`src/rtl/core/assert_macros.svh`:
```
// assertion macros shared by the core rtl
`ifndef ASSERT_MACROS_SVH
`define ASSERT_MACROS_SVH

`ifndef SYNTHESIS
// condition holds at every edge out of reset
`define ASSERT_ALWAYS(lbl, cond) \
    lbl: assert property (@(posedge clk) disable iff (!rst_n) (cond)) \
        else $error("assertion failed");
// consequent holds in the same cycle as the antecedent
`define ASSERT_IMPLIES(lbl, ante, cons) \
    lbl: assert property (@(posedge clk) disable iff (!rst_n) (ante) |-> (cons)) \
        else $error("assertion failed");
// consequent holds in the cycle after the antecedent
`define ASSERT_NEXT(lbl, ante, cons) \
    lbl: assert property (@(posedge clk) disable iff (!rst_n) (ante) |=> (cons)) \
        else $error("assertion failed");
`else
`define ASSERT_ALWAYS(lbl, cond)
`define ASSERT_IMPLIES(lbl, ante, cons)
`define ASSERT_NEXT(lbl, ante, cons)
`endif

`endif

```
`src/rtl/core/bpc_pkg.sv`:
```
`timescale 1ns / 1ps
`default_nettype none
package bpc_pkg;

    localparam int CFG_IDX_W   = 3;
    localparam int QUEUE_DEPTH = 4;
    localparam int QPTR_W      = 2;
    localparam int QCNT_W      = 3;
    localparam int DIV_W       = 32;
    localparam int SIDE_W      = 64;

    localparam logic [31:0] B6_OFFSET = 32'd4000;
    localparam logic [31:0] P_C1      = 32'd3038;
    localparam logic [31:0] P_C2      = 32'hFFFF_E343; // -7357
    localparam logic [31:0] P_C3      = 32'd3791;
    localparam logic [31:0] B7_SCALE  = 32'd50000;
    localparam logic [31:0] B4_BIAS   = 32'd32768;
    localparam logic [19:0] PA_MAX    = 20'hF_FFFF;

    typedef enum logic [CFG_IDX_W-1:0] {
        REG_AC1,
        REG_AC2,
        REG_AC3,
        REG_AC4,
        REG_AC5_AC6,
        REG_B1_B2,
        REG_MC_MD,
        REG_OSS
    } cfg_reg_e;

    typedef struct packed {
        logic [15:0] ac1;
        logic [15:0] ac2;
        logic [15:0] ac3;
        logic [15:0] ac4;
        logic [15:0] ac5;
        logic [15:0] ac6;
        logic [15:0] b1;
        logic [15:0] b2;
        logic [15:0] mc;
        logic [15:0] md;
        logic [1:0]  oss;
    } cfg_t;

    typedef struct packed {
        logic [15:0] ut;
        logic [23:0] up;
    } item_t;

endpackage
`default_nettype wire

```
`src/rtl/core/bpc_queue.sv`:
```
`timescale 1ns / 1ps
`default_nettype none
`include "assert_macros.svh"
module bpc_queue
    import bpc_pkg::*;
(
    input  wire logic  clk,
    input  wire logic  rst_n,
    input  wire logic  push_valid,
    input  wire item_t push_item,
    output logic       push_ready,
    output logic       pop_valid,
    output item_t      pop_item,
    input  wire logic  pop_ready
);

    item_t             mem [QUEUE_DEPTH];
    logic [QPTR_W-1:0] wr_ptr_reg;
    logic [QPTR_W-1:0] rd_ptr_reg;
    logic [QCNT_W-1:0] cnt_reg;
    logic              push_fire;
    logic              pop_fire;

    assign push_ready = cnt_reg != QCNT_W'(QUEUE_DEPTH);
    assign pop_valid  = cnt_reg != '0;
    assign pop_item   = mem[rd_ptr_reg];
    assign push_fire  = push_valid && push_ready;
    assign pop_fire   = pop_valid && pop_ready;

    always_ff @(posedge clk or negedge rst_n)
    begin
        if (!rst_n)
        begin
            wr_ptr_reg <= '0;
            rd_ptr_reg <= '0;
            cnt_reg    <= '0;
        end
        else
        begin
            if (push_fire)
                wr_ptr_reg <= wr_ptr_reg + 1'b1;
            if (pop_fire)
                rd_ptr_reg <= rd_ptr_reg + 1'b1;
            if (push_fire && !pop_fire)
                cnt_reg <= cnt_reg + 1'b1;
            else if (pop_fire && !push_fire)
                cnt_reg <= cnt_reg - 1'b1;
        end
    end

    always_ff @(posedge clk)
    begin
        if (push_fire)
            mem[wr_ptr_reg] <= push_item;
    end

    `ASSERT_ALWAYS(a_cnt_bound, cnt_reg <= QCNT_W'(QUEUE_DEPTH))
    `ASSERT_NEXT(a_cnt_up, push_fire && !pop_fire, cnt_reg == $past(cnt_reg) + 1'b1)
    `ASSERT_NEXT(a_ptr_gap, pop_fire && !push_fire, rd_ptr_reg == $past(rd_ptr_reg) + 1'b1)

endmodule
`default_nettype wire

```
`config.mk`:
```
export PLATFORM = sky130hd
export DESIGN_NAME = bpc_queue
export DESIGN_NICKNAME = d
export VERILOG_FILES = /design/src/rtl/core/bpc_pkg.sv /design/src/rtl/core/bpc_queue.sv
export VERILOG_INCLUDE_DIRS = /design/src /design/src/rtl/core
export SDC_FILE = /design/constraint.sdc
export NUM_CORES = 1
export LEC_CHECK = 0
export ABC_CLOCK_PERIOD_IN_PS = 2240
export BUFFER_PORTS_ARGS = -buffer_cell sky130_fd_sc_hd__buf_2
export CAP_MARGIN = 20
export CORE_UTILIZATION = 50
export CTS_BUF_LIST = sky130_fd_sc_hd__clkbuf_8
export CTS_CLUSTER_SIZE = 8
export DETAILED_ROUTE_END_ITERATION = 10
export MAX_ROUTING_LAYER = met4
export PLACE_DENSITY_LB_ADDON = 0.15
export SETUP_SLACK_MARGIN = 0.05
export SYNTH_ARGS = -nofsm -noshare
export SYNTH_HDL_FRONTEND = slang
export SYNTH_SLANG_ARGS = --single-unit
```
`constraint.sdc`:
```
create_clock -name clk -period 2.24 [get_ports clk]
set_input_delay 0.448 -clock clk [delete_from_list [all_inputs] [get_ports clk]]
set_output_delay 0.448 -clock clk [all_outputs]
set_load 0.05 [all_outputs]
```
==> results_dict.tcl <==
set metrics [dict create \
    gp_congestion 0.669 \
    synthToLayoutAreaGrowth_pct 24.5 \
    core_area_um2 12100 \
    cts_tree "built" \
    final_nets 417 \
    cts_buffer_depth 2 \
    yosysTopAreaCellShare 0.771 \
    antenna_found_initial 0 \
    vias 2849 \
    grt_pass1_wl_mm 16.2 \
    largest_reg_flops 160 \
    hold_path_class "in2reg" \
    final_common_cell "edfxtp_1" \
    final.min_clock_period_ns 2.31 \
    endpoint_kind "primary output" \
    p_sw_frac 0.375 \
    internal-power_mw 7.38 \
    fin_worst_skew_ns 0.00971 \
    htreeDepth 4 \
    place_hpwl_mm 6.33 \
    max_freq_mhz 433 \
    syn_inst 245 \
    status "finished with violations" \
    cts_root_buf "clkbuf_8" \
    cts_buffers 17 \
    fin_crit_sh 1.03 \
    hold_path.startpoint "push_item[9]" \
    power_leakage_nw 2.72 \
    seq_power_share 0.368 \
    overflow 0 \
    p_sw_mw 4.43 \
    setup_viol 39 \
    drt_iter0_markers 186 \
    cp_slowest_stage_delay_ns 0.51 \
    hold_slack_ns 0.216 \
    multi_input_area_um2 1130 \
    critPathSlowestCell "mux4_2" \
    crit_start "rd_ptr_reg[0]" \
    final_hold_viol_count 0 \
    synth_area_um2 6230 \
    grt_pass1_vias 3002 \
    layout-drive-gt1-share 0.500 \
    drv_slew 0 \
    crit_path_cell_trace "buf_4, buf_12, mux4_2, buf_2" \
    diodes 0 \
    fin_ws_ns -0.0669 \
    drc_errors 0 \
    grt_use_total 0.184 \
    clk_latency_ns 0.44 \
    path_class "reg2out" \
    start_kind "flop" \
    cap_violations 0 \
    start_util 0.517 \
    ys_seq_area_frac 0.799 \
    max_slew_margin 0.785 \
    register_area_um2 4980 \
    rr_startpoint "cnt_reg[1]" \
    syn_nets 295 \
    portBuffers 85 \
    ant_nets 0 \
    cp_max_fo 6 \
    synth_area_leader_cell "edfxtp_1" \
    path_clk_slew_ns 0.08 \
    final_cell_mix "edfxtp_1 (160), buf_2 (46), mux4_2 (40)" \
    dr.pass1.iters 4 \
    clkPwrFrac 0.155 \
    cp.required_ns 1.79 \
    die_x_um 114 \
    die-area_um2 12900 \
    io_pins 86 \
    violations "setup timing" \
    ys_types 20 \
    comb_power_share 0.478 \
    grt_max_degree 28 \
    post-place-ws_ns 0.194 \
    wl_mm 10.5 \
    viasPerCell 5.20 \
    num-fill-cells 825 \
    detail_route.wl_per_cell_um 19.2 \
    cts_sinks 167 \
    synth-seq-cells 167 \
    power_density_nw_per_um2 1520 \
    rsz0062_at_grt "yes" \
    vdd_drop_max_uv 826 \
    rows 40 \
    cp.arrival_ns 1.86 \
    synthTopCellsByArea "edfxtp_1 (77%), mux4_2 (14%), dfrtp_1 (2.8%)" \
    dieHeight_um 114 \
    tightestPinTransition_ns 0.323 \
    syn_avg_cell_area_um2 25.4 \
    synth-warning-count 0 \
]
==> routing by layer <==
metal,routed length [um],GRT usage
met1,4520,0.230
met4,167,0.0684
met5,0,-
met2,5370,0.291
met3,481,0.0531
==> power by group through the flow <==
stage	Combinational [mW]	Clock (mW)	Sequential, mW
2_1_floorplan	3.64	0	4.33
3_3_place_gp	4.57	0	4.38
3_5_place_dp	4.58	0	4.42
4_1_cts	5.43	1.87	4.35
5_1_grt	5.89	2.00	4.40
6_report	5.64	1.83	4.34
==> cell usage after synthesis <==
cell	count
and2_1	4
xnor2_1	4
or3_1	1
edfxtp_1	160
dfrtp_1	7
mux4_1	2
ha_1	5
buf_2	4
nor2_1	2
a21boi_2	1
inv_1	3
fa_1	1
buf_6	1
clkbuf_1	1
nand3_1	1
mux4_2	38
xor2_1	2
mux2_2	2
buf_12	4
nand2_1	2
==> what timing repair did <==
action,CTS,global route
hold buffers,1,0
buffers inserted,3,4
cloned,3,1
hold endpoints to repair,7,0
setup endpoints to repair,40,41
gates resized for setup,67,31
==> logic make-up after synthesis <==
| family | Yosys count | synth area share |
|---|---|---|
| DFF | 167 | 0.799 |
| muxes | 42 | 0.149 |
| adders and majority gates | 6 | 0.0132 |
| AOI/OAI and AO/OA | 1 | 0.00181 |
| and+or+nand+nor | 10 | 0.00823 |
| buffers and inverters | 13 | 0.0203 |
| xor gates and xnor gates | 6 | 0.00843 |
==> area by class of cell <==
| cell class | instances | share of cell area |
|---|---|---|
| clock inverter | 15 | 0.0129 |
| inverter | 3 | 0.00145 |
| sequential | 167 | 0.642 |
| timing repair buffer | 113 | 0.140 |
| multi-input combinational | 65 | 0.146 |
| tap | 168 | 0.0271 |
| clock buffer | 17 | 0.0301 |
==> through the flow <==
step                      instance area [um^2]  cells  total power [mW]  setup TNS [ns]  utilization
after floorplan                           6240    245              7.97               0            -
after global placement                    6990    504              8.94               0        0.579
after global routing                      7760    548              12.3           -4.08        0.643
after detailed placement                  6990    504              8.99               0        0.579
final                                     7760    548              11.8           -1.45        0.643
after CTS                                 7640    543              11.7           -2.94        0.633
==> final timing paths <==
path | end | slack, ns | cells past startpoint
setup / recovery | pop_item[10] | -0.07 | 4
hold / removal | mem[2][9] | 0.22 | 1
setup reg to reg | cnt_reg[2] | 0.19 | 8
hold reg to reg | cnt_reg[0] | 0.51 | 1
max in group asynchronous | rd_ptr_reg[1] | 1.71 | 2
min in group asynchronous | cnt_reg[2] | 0.36 | 2
==> worst max-delay path: cells and delay by family, from the launching register on <==
family	cells	cell delay, ns
muxes	1	0.51
buffers and inverters	3	0.49
DFF	1	0.42
(Power assumes the default switching activity.)
