[config.mk]
export PLATFORM = sky130hd
export DESIGN_NAME = bpc_front_flat
export DESIGN_NICKNAME = d
export VERILOG_FILES = /design/src/rtl/core/assert_macros.svh /design/src/rtl/core/bpc_pkg.sv /design/src/rtl/core/bpc_ifs.sv /design/src/rtl/core/bpc_front.sv /design/src/flat_wrapper.sv
export SDC_FILE = /design/constraint.sdc
export NUM_CORES = 1
export LEC_CHECK = 0
export BUFFER_PORTS_ARGS = -buffer_cell sky130_fd_sc_hd__buf_2
export CAP_MARGIN = 40
export CORE_ASPECT_RATIO = 1.75
export CORE_MARGIN = 10
export CORE_UTILIZATION = 54
export DETAILED_ROUTE_END_ITERATION = 8
export PLACE_DENSITY_LB_ADDON = 0.12
export SETUP_SLACK_MARGIN = 0.3
export SLEW_MARGIN = 20
export SYNTH_ARGS = -nofsm -noshare
export SYNTH_HDL_FRONTEND = slang
export SYNTH_SLANG_ARGS = --single-unit
[constraint.sdc]
create_clock -name clk -period 4.1 [get_ports clk]
set_input_delay 0.205 -clock clk [delete_from_list [all_inputs] [get_ports clk]]
set_output_delay 0.205 -clock clk [all_outputs]
set_load 0.1 [all_outputs]
[src/rtl/core/assert_macros.svh]
// assertion macros shared by the core rtl
`ifndef ASSERT_MACROS_SVH
`define ASSERT_MACROS_SVH

`ifndef SYNTHESIS
// condition holds at every edge out of reset
`define ASSERT_ALWAYS(lbl, cond) \
    lbl: assert property (@(posedge clk) disable iff (!rst_n) (cond)) \
        else $error("assertion failed");
// consequent holds in the same cycle as the antecedent
`define ASSERT_IMPLIES(lbl, ante, cons) \
    lbl: assert property (@(posedge clk) disable iff (!rst_n) (ante) |-> (cons)) \
        else $error("assertion failed");
// consequent holds in the cycle after the antecedent
`define ASSERT_NEXT(lbl, ante, cons) \
    lbl: assert property (@(posedge clk) disable iff (!rst_n) (ante) |=> (cons)) \
        else $error("assertion failed");
`else
`define ASSERT_ALWAYS(lbl, cond)
`define ASSERT_IMPLIES(lbl, ante, cons)
`define ASSERT_NEXT(lbl, ante, cons)
`endif

`endif

[src/rtl/core/bpc_pkg.sv]
`timescale 1ns / 1ps
`default_nettype none
package bpc_pkg;

    localparam int CFG_IDX_W   = 3;
    localparam int QUEUE_DEPTH = 4;
    localparam int QPTR_W      = 2;
    localparam int QCNT_W      = 3;
    localparam int DIV_W       = 32;
    localparam int SIDE_W      = 64;

    localparam logic [31:0] B6_OFFSET = 32'd4000;
    localparam logic [31:0] P_C1      = 32'd3038;
    localparam logic [31:0] P_C2      = 32'hFFFF_E343; // -7357
    localparam logic [31:0] P_C3      = 32'd3791;
    localparam logic [31:0] B7_SCALE  = 32'd50000;
    localparam logic [31:0] B4_BIAS   = 32'd32768;
    localparam logic [19:0] PA_MAX    = 20'hF_FFFF;

    typedef enum logic [CFG_IDX_W-1:0] {
        REG_AC1,
        REG_AC2,
        REG_AC3,
        REG_AC4,
        REG_AC5_AC6,
        REG_B1_B2,
        REG_MC_MD,
        REG_OSS
    } cfg_reg_e;

    typedef struct packed {
        logic [15:0] ac1;
        logic [15:0] ac2;
        logic [15:0] ac3;
        logic [15:0] ac4;
        logic [15:0] ac5;
        logic [15:0] ac6;
        logic [15:0] b1;
        logic [15:0] b2;
        logic [15:0] mc;
        logic [15:0] md;
        logic [1:0]  oss;
    } cfg_t;

    typedef struct packed {
        logic [15:0] ut;
        logic [23:0] up;
    } item_t;

endpackage
`default_nettype wire

[src/rtl/core/bpc_ifs.sv]
`timescale 1ns / 1ps
`default_nettype none
interface bpc_in_if;
    logic        valid;
    logic        ready;
    logic [15:0] raw_temperature;
    logic [23:0] raw_pressure;
    modport source (output valid, output raw_temperature, output raw_pressure, input ready);
    modport sink (input valid, input raw_temperature, input raw_pressure, output ready);
endinterface


interface bpc_cfg_if import bpc_pkg::*; ();
    logic                 valid;
    logic                 ready;
    logic [CFG_IDX_W-1:0] index;
    logic [31:0]          data;
    modport source (output valid, output index, output data, input ready);
    modport sink (input valid, input index, input data, output ready);
endinterface
`default_nettype wire

[src/rtl/core/bpc_front.sv]
`timescale 1ns / 1ps
`default_nettype none
module bpc_front
    import bpc_pkg::*;
(
    input  wire logic clk,
    input  wire logic rst_n,
    bpc_cfg_if.sink   cfg,
    bpc_in_if.sink    samples,
    output cfg_t      cfg_q,
    output logic      push_valid,
    output item_t     push_item,
    input  wire logic push_ready
);

    cfg_t  cfg_reg;
    logic  fr_valid_reg;
    item_t fr_item_reg;
    item_t fr_item_next;

    assign cfg.ready = 1'b1;
    assign cfg_q     = cfg_reg;

    always_ff @(posedge clk or negedge rst_n)
    begin
        if (!rst_n)
        begin
            cfg_reg     <= '0;
            cfg_reg.oss <= 2'd1;
        end
        else if (cfg.valid)
        begin
            unique case (cfg_reg_e'(cfg.index))
                REG_AC1:     cfg_reg.ac1 <= cfg.data[15:0];
                REG_AC2:     cfg_reg.ac2 <= cfg.data[15:0];
                REG_AC3:     cfg_reg.ac3 <= cfg.data[15:0];
                REG_AC4:     cfg_reg.ac4 <= cfg.data[15:0];
                REG_AC5_AC6:
                begin
                    cfg_reg.ac5 <= cfg.data[31:16];
                    cfg_reg.ac6 <= cfg.data[15:0];
                end
                REG_B1_B2:
                begin
                    cfg_reg.b1 <= cfg.data[31:16];
                    cfg_reg.b2 <= cfg.data[15:0];
                end
                REG_MC_MD:
                begin
                    cfg_reg.mc <= cfg.data[31:16];
                    cfg_reg.md <= cfg.data[15:0];
                end
                REG_OSS:     cfg_reg.oss <= cfg.data[1:0];
            endcase
        end
    end

    // raw pressure aligned by the oversampling mode
    always_comb
    begin
        fr_item_next.ut = samples.raw_temperature;
        fr_item_next.up = samples.raw_pressure >> (4'd8 - {2'b00, cfg_reg.oss});
    end

    assign samples.ready = !fr_valid_reg || push_ready;
    assign push_valid    = fr_valid_reg;
    assign push_item     = fr_item_reg;

    always_ff @(posedge clk or negedge rst_n)
    begin
        if (!rst_n)
            fr_valid_reg <= 1'b0;
        else if (samples.ready)
            fr_valid_reg <= samples.valid;
    end

    always_ff @(posedge clk)
    begin
        if (samples.ready && samples.valid)
            fr_item_reg <= fr_item_next;
    end

endmodule
`default_nettype wire

[src/flat_wrapper.sv]
// flat-port wrapper written by rule: the top's interface ports become plain ports
module bpc_front_flat import bpc_pkg::*;
  (clk, rst_n, cfg_q, push_valid, push_item, push_ready, cfg_valid, cfg_index, cfg_data, cfg_ready, samples_valid, samples_raw_temperature, samples_raw_pressure, samples_ready);
  bpc_cfg_if cfg_i ();
  bpc_in_if samples_i ();
  input  wire logic clk;
  input  wire logic rst_n;
  output cfg_t cfg_q;
  output logic push_valid;
  output item_t push_item;
  input  wire logic push_ready;
  input wire logic [$bits(cfg_i.valid)-1:0] cfg_valid;
  input wire logic [$bits(cfg_i.index)-1:0] cfg_index;
  input wire logic [$bits(cfg_i.data)-1:0] cfg_data;
  output wire logic [$bits(cfg_i.ready)-1:0] cfg_ready;
  input wire logic [$bits(samples_i.valid)-1:0] samples_valid;
  input wire logic [$bits(samples_i.raw_temperature)-1:0] samples_raw_temperature;
  input wire logic [$bits(samples_i.raw_pressure)-1:0] samples_raw_pressure;
  output wire logic [$bits(samples_i.ready)-1:0] samples_ready;
  assign cfg_i.valid = cfg_valid;
  assign cfg_i.index = cfg_index;
  assign cfg_i.data = cfg_data;
  assign cfg_ready = cfg_i.ready;
  assign samples_i.valid = samples_valid;
  assign samples_i.raw_temperature = samples_raw_temperature;
  assign samples_i.raw_pressure = samples_raw_pressure;
  assign samples_ready = samples_i.ready;
  bpc_front u_core (.clk(clk), .rst_n(rst_n), .cfg(cfg_i), .samples(samples_i), .cfg_q(cfg_q), .push_valid(push_valid), .push_item(push_item), .push_ready(push_ready));
endmodule
==> flow_summary.yaml <==
timing:
  setup_viol: 0
  tightest_slew_ps: 805
  relSlewSlack: 0.463
  slew_violations: 0
  min_period_over_period: 0.632
  min_period_ps: 2590
  finalSetupTns_ps: 0
  fin_skew_ps: 14.0
  rsz0062_at_grt: "false"
  max_freq_mhz: 386
  finalHoldViolations: 0
yosys:
  synth_compound_area_frac: 0.00857
  synth.area.top_cells: "dfrtp_1, mux2_2, edfxtp_1"
  syn_inst: 499
  synth_top_family_by_area: "multiplexers"
  ys.flop_type: "dfrtp_1"
  async_reset_ff_frac: 0.803
  netlist.area_leader.share: 0.487
  syn_area_per_cell_um2: 16.7
  synth_seq_cells: 203
  syn_area_um2: 8320
  synth_xor_area_frac: 0
  synth_edf_count: 40
  synthMuxAreaShare: 0.301
  synth-adder-area-share: 0.00301
  synth_top_cell_by_area: "dfrtp_1"
  yosysMostFrequentCell: "mux2_2"
  syn_nets: 581
  synth.top_cells.by_count: "mux2_2, dfrtp_1, edfxtp_1"
  synth_warnings: 0
  yosys.area_share.simple: 0.0301
  yosysUniqueCellTypes: 36
  seq_area_frac_synth: 0.635
final_layout:
  final-instance-count-excl-fill: 1019
  drive_gt1_frac: 0.622
  stdcell_area_um2: 10900
  fin_nets: 904
  synthToLayoutAreaGrowth_pct: 30.5
  antennaDiodeCount: 0
  fillers: 1045
routing:
  drt_iter0_drc: 191
  final_antenna_net_count: 0
  wire_per_inst_um: 22.1
  vias: 5538
  totalWireLength_um: 22500
  drtPass1Iterations: 4
  drt_drc_violations_left: 0
  post_drt_via_cell_ratio: 5.43
cts:
  cts-root-buf: "clkbuf_16"
  cts_tree: "yes"
  path_clk_slew_ps: 70
  worstSkewPairLatency_ps: 480
  cts_made_buffers: 18
  ctsHtreeMaxLevel: 1
  post_cts_buffers: 0
  clockBufferDepth: 3
  clock_sinks: 203
power_and_ir_drop:
  power_density_nw_per_um2: 812
  peakVddDrop_uv: 686
  leakagePower_nw: 5.09
hold_path:
  min_to: "u_core.push_valid$_DFFE_PN0P_"
  hold_depth: 3
  hp-class: "in -> reg"
  hp-start: "push_ready"
floorplan:
  die_h_um: 184
  start_util: 0.546
  floorplan.die_area_um2: 21000
  coreArea_um2: 15200
  io_pins: 285
  row_count: 60
  fp.dieW_um: 114
critical_path:
  r2r-end: "u_core.push_item[5]$_DFFE_PP_"
  r2r_slack_ps: 1510
  cp-end-kind: "flop"
  crit_path_start_kind: "flop"
  critPathLaunch: "u_core.cfg_q[0]$_DFFE_PN1P_"
  cp.required_ps: 4310
  reg2regPathDepth: 6
  cp.arrival_ps: 2800
  path_max_fanout: 13
  r2r_start: "u_core.cfg_q[0]$_DFFE_PN1P_"
  crit_type: "reg -> reg"
place:
  placed_area_um2: 9950
  placed_cells: 952
  io_buffers: 283
  dp_hpwl_um: 16700
  place.gp.congestion: 0.840
global_route:
  gr-total-overflow: 0
  antenna_found_initial: 0
  grt_max_degree: 65
  gr-usage-all-layers: 0.207
  grt_pass1_wl_um: 34500
  grt_pass1_vias: 6072
run_status:
  status: "finished, final reports clean"
run:
  max_cap_viol_count: 0
[how the worst max path moves through the flow]
stage	to	slack, ps	depth (start not counted)
global placement	u_core.push_item[5]$_DFFE_PP_	1310	5
finish	u_core.push_item[5]$_DFFE_PP_	1510	6
floorplan	u_core.push_item[0]$_DFFE_PP_	950	2
global route	u_core.push_item[5]$_DFFE_PP_	1360	6
detailed placement	u_core.push_item[5]$_DFFE_PP_	1530	6
CTS	u_core.push_item[5]$_DFFE_PP_	1500	6
[where the power goes]
part           switching (mW)  internal (mW)  leakage (nW)
sequential              0.207           2.50          2.34
combinational            3.71          0.836          2.48
clock                   0.706          0.857         0.269
total                    4.63           4.19          5.09
[layout make-up]
cell class                      count  area (µm²)  share of cell area
Clock buffer                       26         502              0.0462
Tap cell                          186         233              0.0214
Timing Repair Buffer              330        1920               0.177
Inverter                            4        15.0             0.00138
Clock inverter                      5        36.3             0.00334
Sequential cell                   203        5280               0.486
Multi-Input combinational cell    265        2870               0.264
[cell usage in the layout (no fill, tap or decap), drive strengths merged, types with 8 or more instances in the layout]
cell type / Yosys / layout
buf: 25 / 296
mux2: 171 / 171
dfrtp: 162 / 162
edfxtp: 40 / 40
dlygate4sd3: 0 / 34
clkbuf: 2 / 26
mux2i: 22 / 22
mux4: 16 / 16
nand2: 15 / 15
nor2: 8 / 8
[worst max-delay path: stages, from the launching register on]
cell and delay (ps):
dfstp_2 530, inv_1 100, ha_1 680, buf_8 240, mux2i_1 330, mux4_2 340
o221ai_2 110
[per-layer routing]
| layer | track usage | part of all wire |
|---|---|---|
| met5 | 0 | 0 |
| met3 | 0.0755 | 0.097 |
| met1 | 0.215 | 0.34 |
| met4 | 0.0604 | 0.024 |
| met2 | 0.377 | 0.54 |
[cell families (layout without fill, tap and decap cells)]
kind of cell             count (synthesis)  after routing
AO/OA/AOI/OAI                           12             12
adder cells (fa/ha/maj)                  2              2
multiplexers                           209            209
other                                    1              1
AND/OR/NAND/NOR                         41             41
flip-flops                             203            203
buffers and inverters                   31            365
[stage by stage]
| step | utilization | hold slack [ps] | worst slack [ps] | total power, mW |
|---|---|---|---|---|
| after global placement | 0.647 | 384 | 1310 | 7.19 |
| after global routing | 0.713 | 29.0 | 1360 | 9.13 |
| final | 0.713 | 24.4 | 1510 | 8.82 |
| after CTS | 0.710 | 10.5 | 1500 | 8.88 |
| after detailed placement | 0.653 | 200 | 1530 | 7.28 |
| after floorplan | - | -90.6 | 946 | 6.49 |
[what timing repair did]
item | in CTS | in global routing
hold endpoints to repair | 120 | 0
resized for setup | 0 | 0
hold buffers | 34 | 0
[sequential cells by signal, indices dropped and copies added, names as in the netlist]
signal and count:
u_core.push_valid 1, u_core.push_item 40, u_core.cfg_q 162
Power figures use the tool's default switching activity.
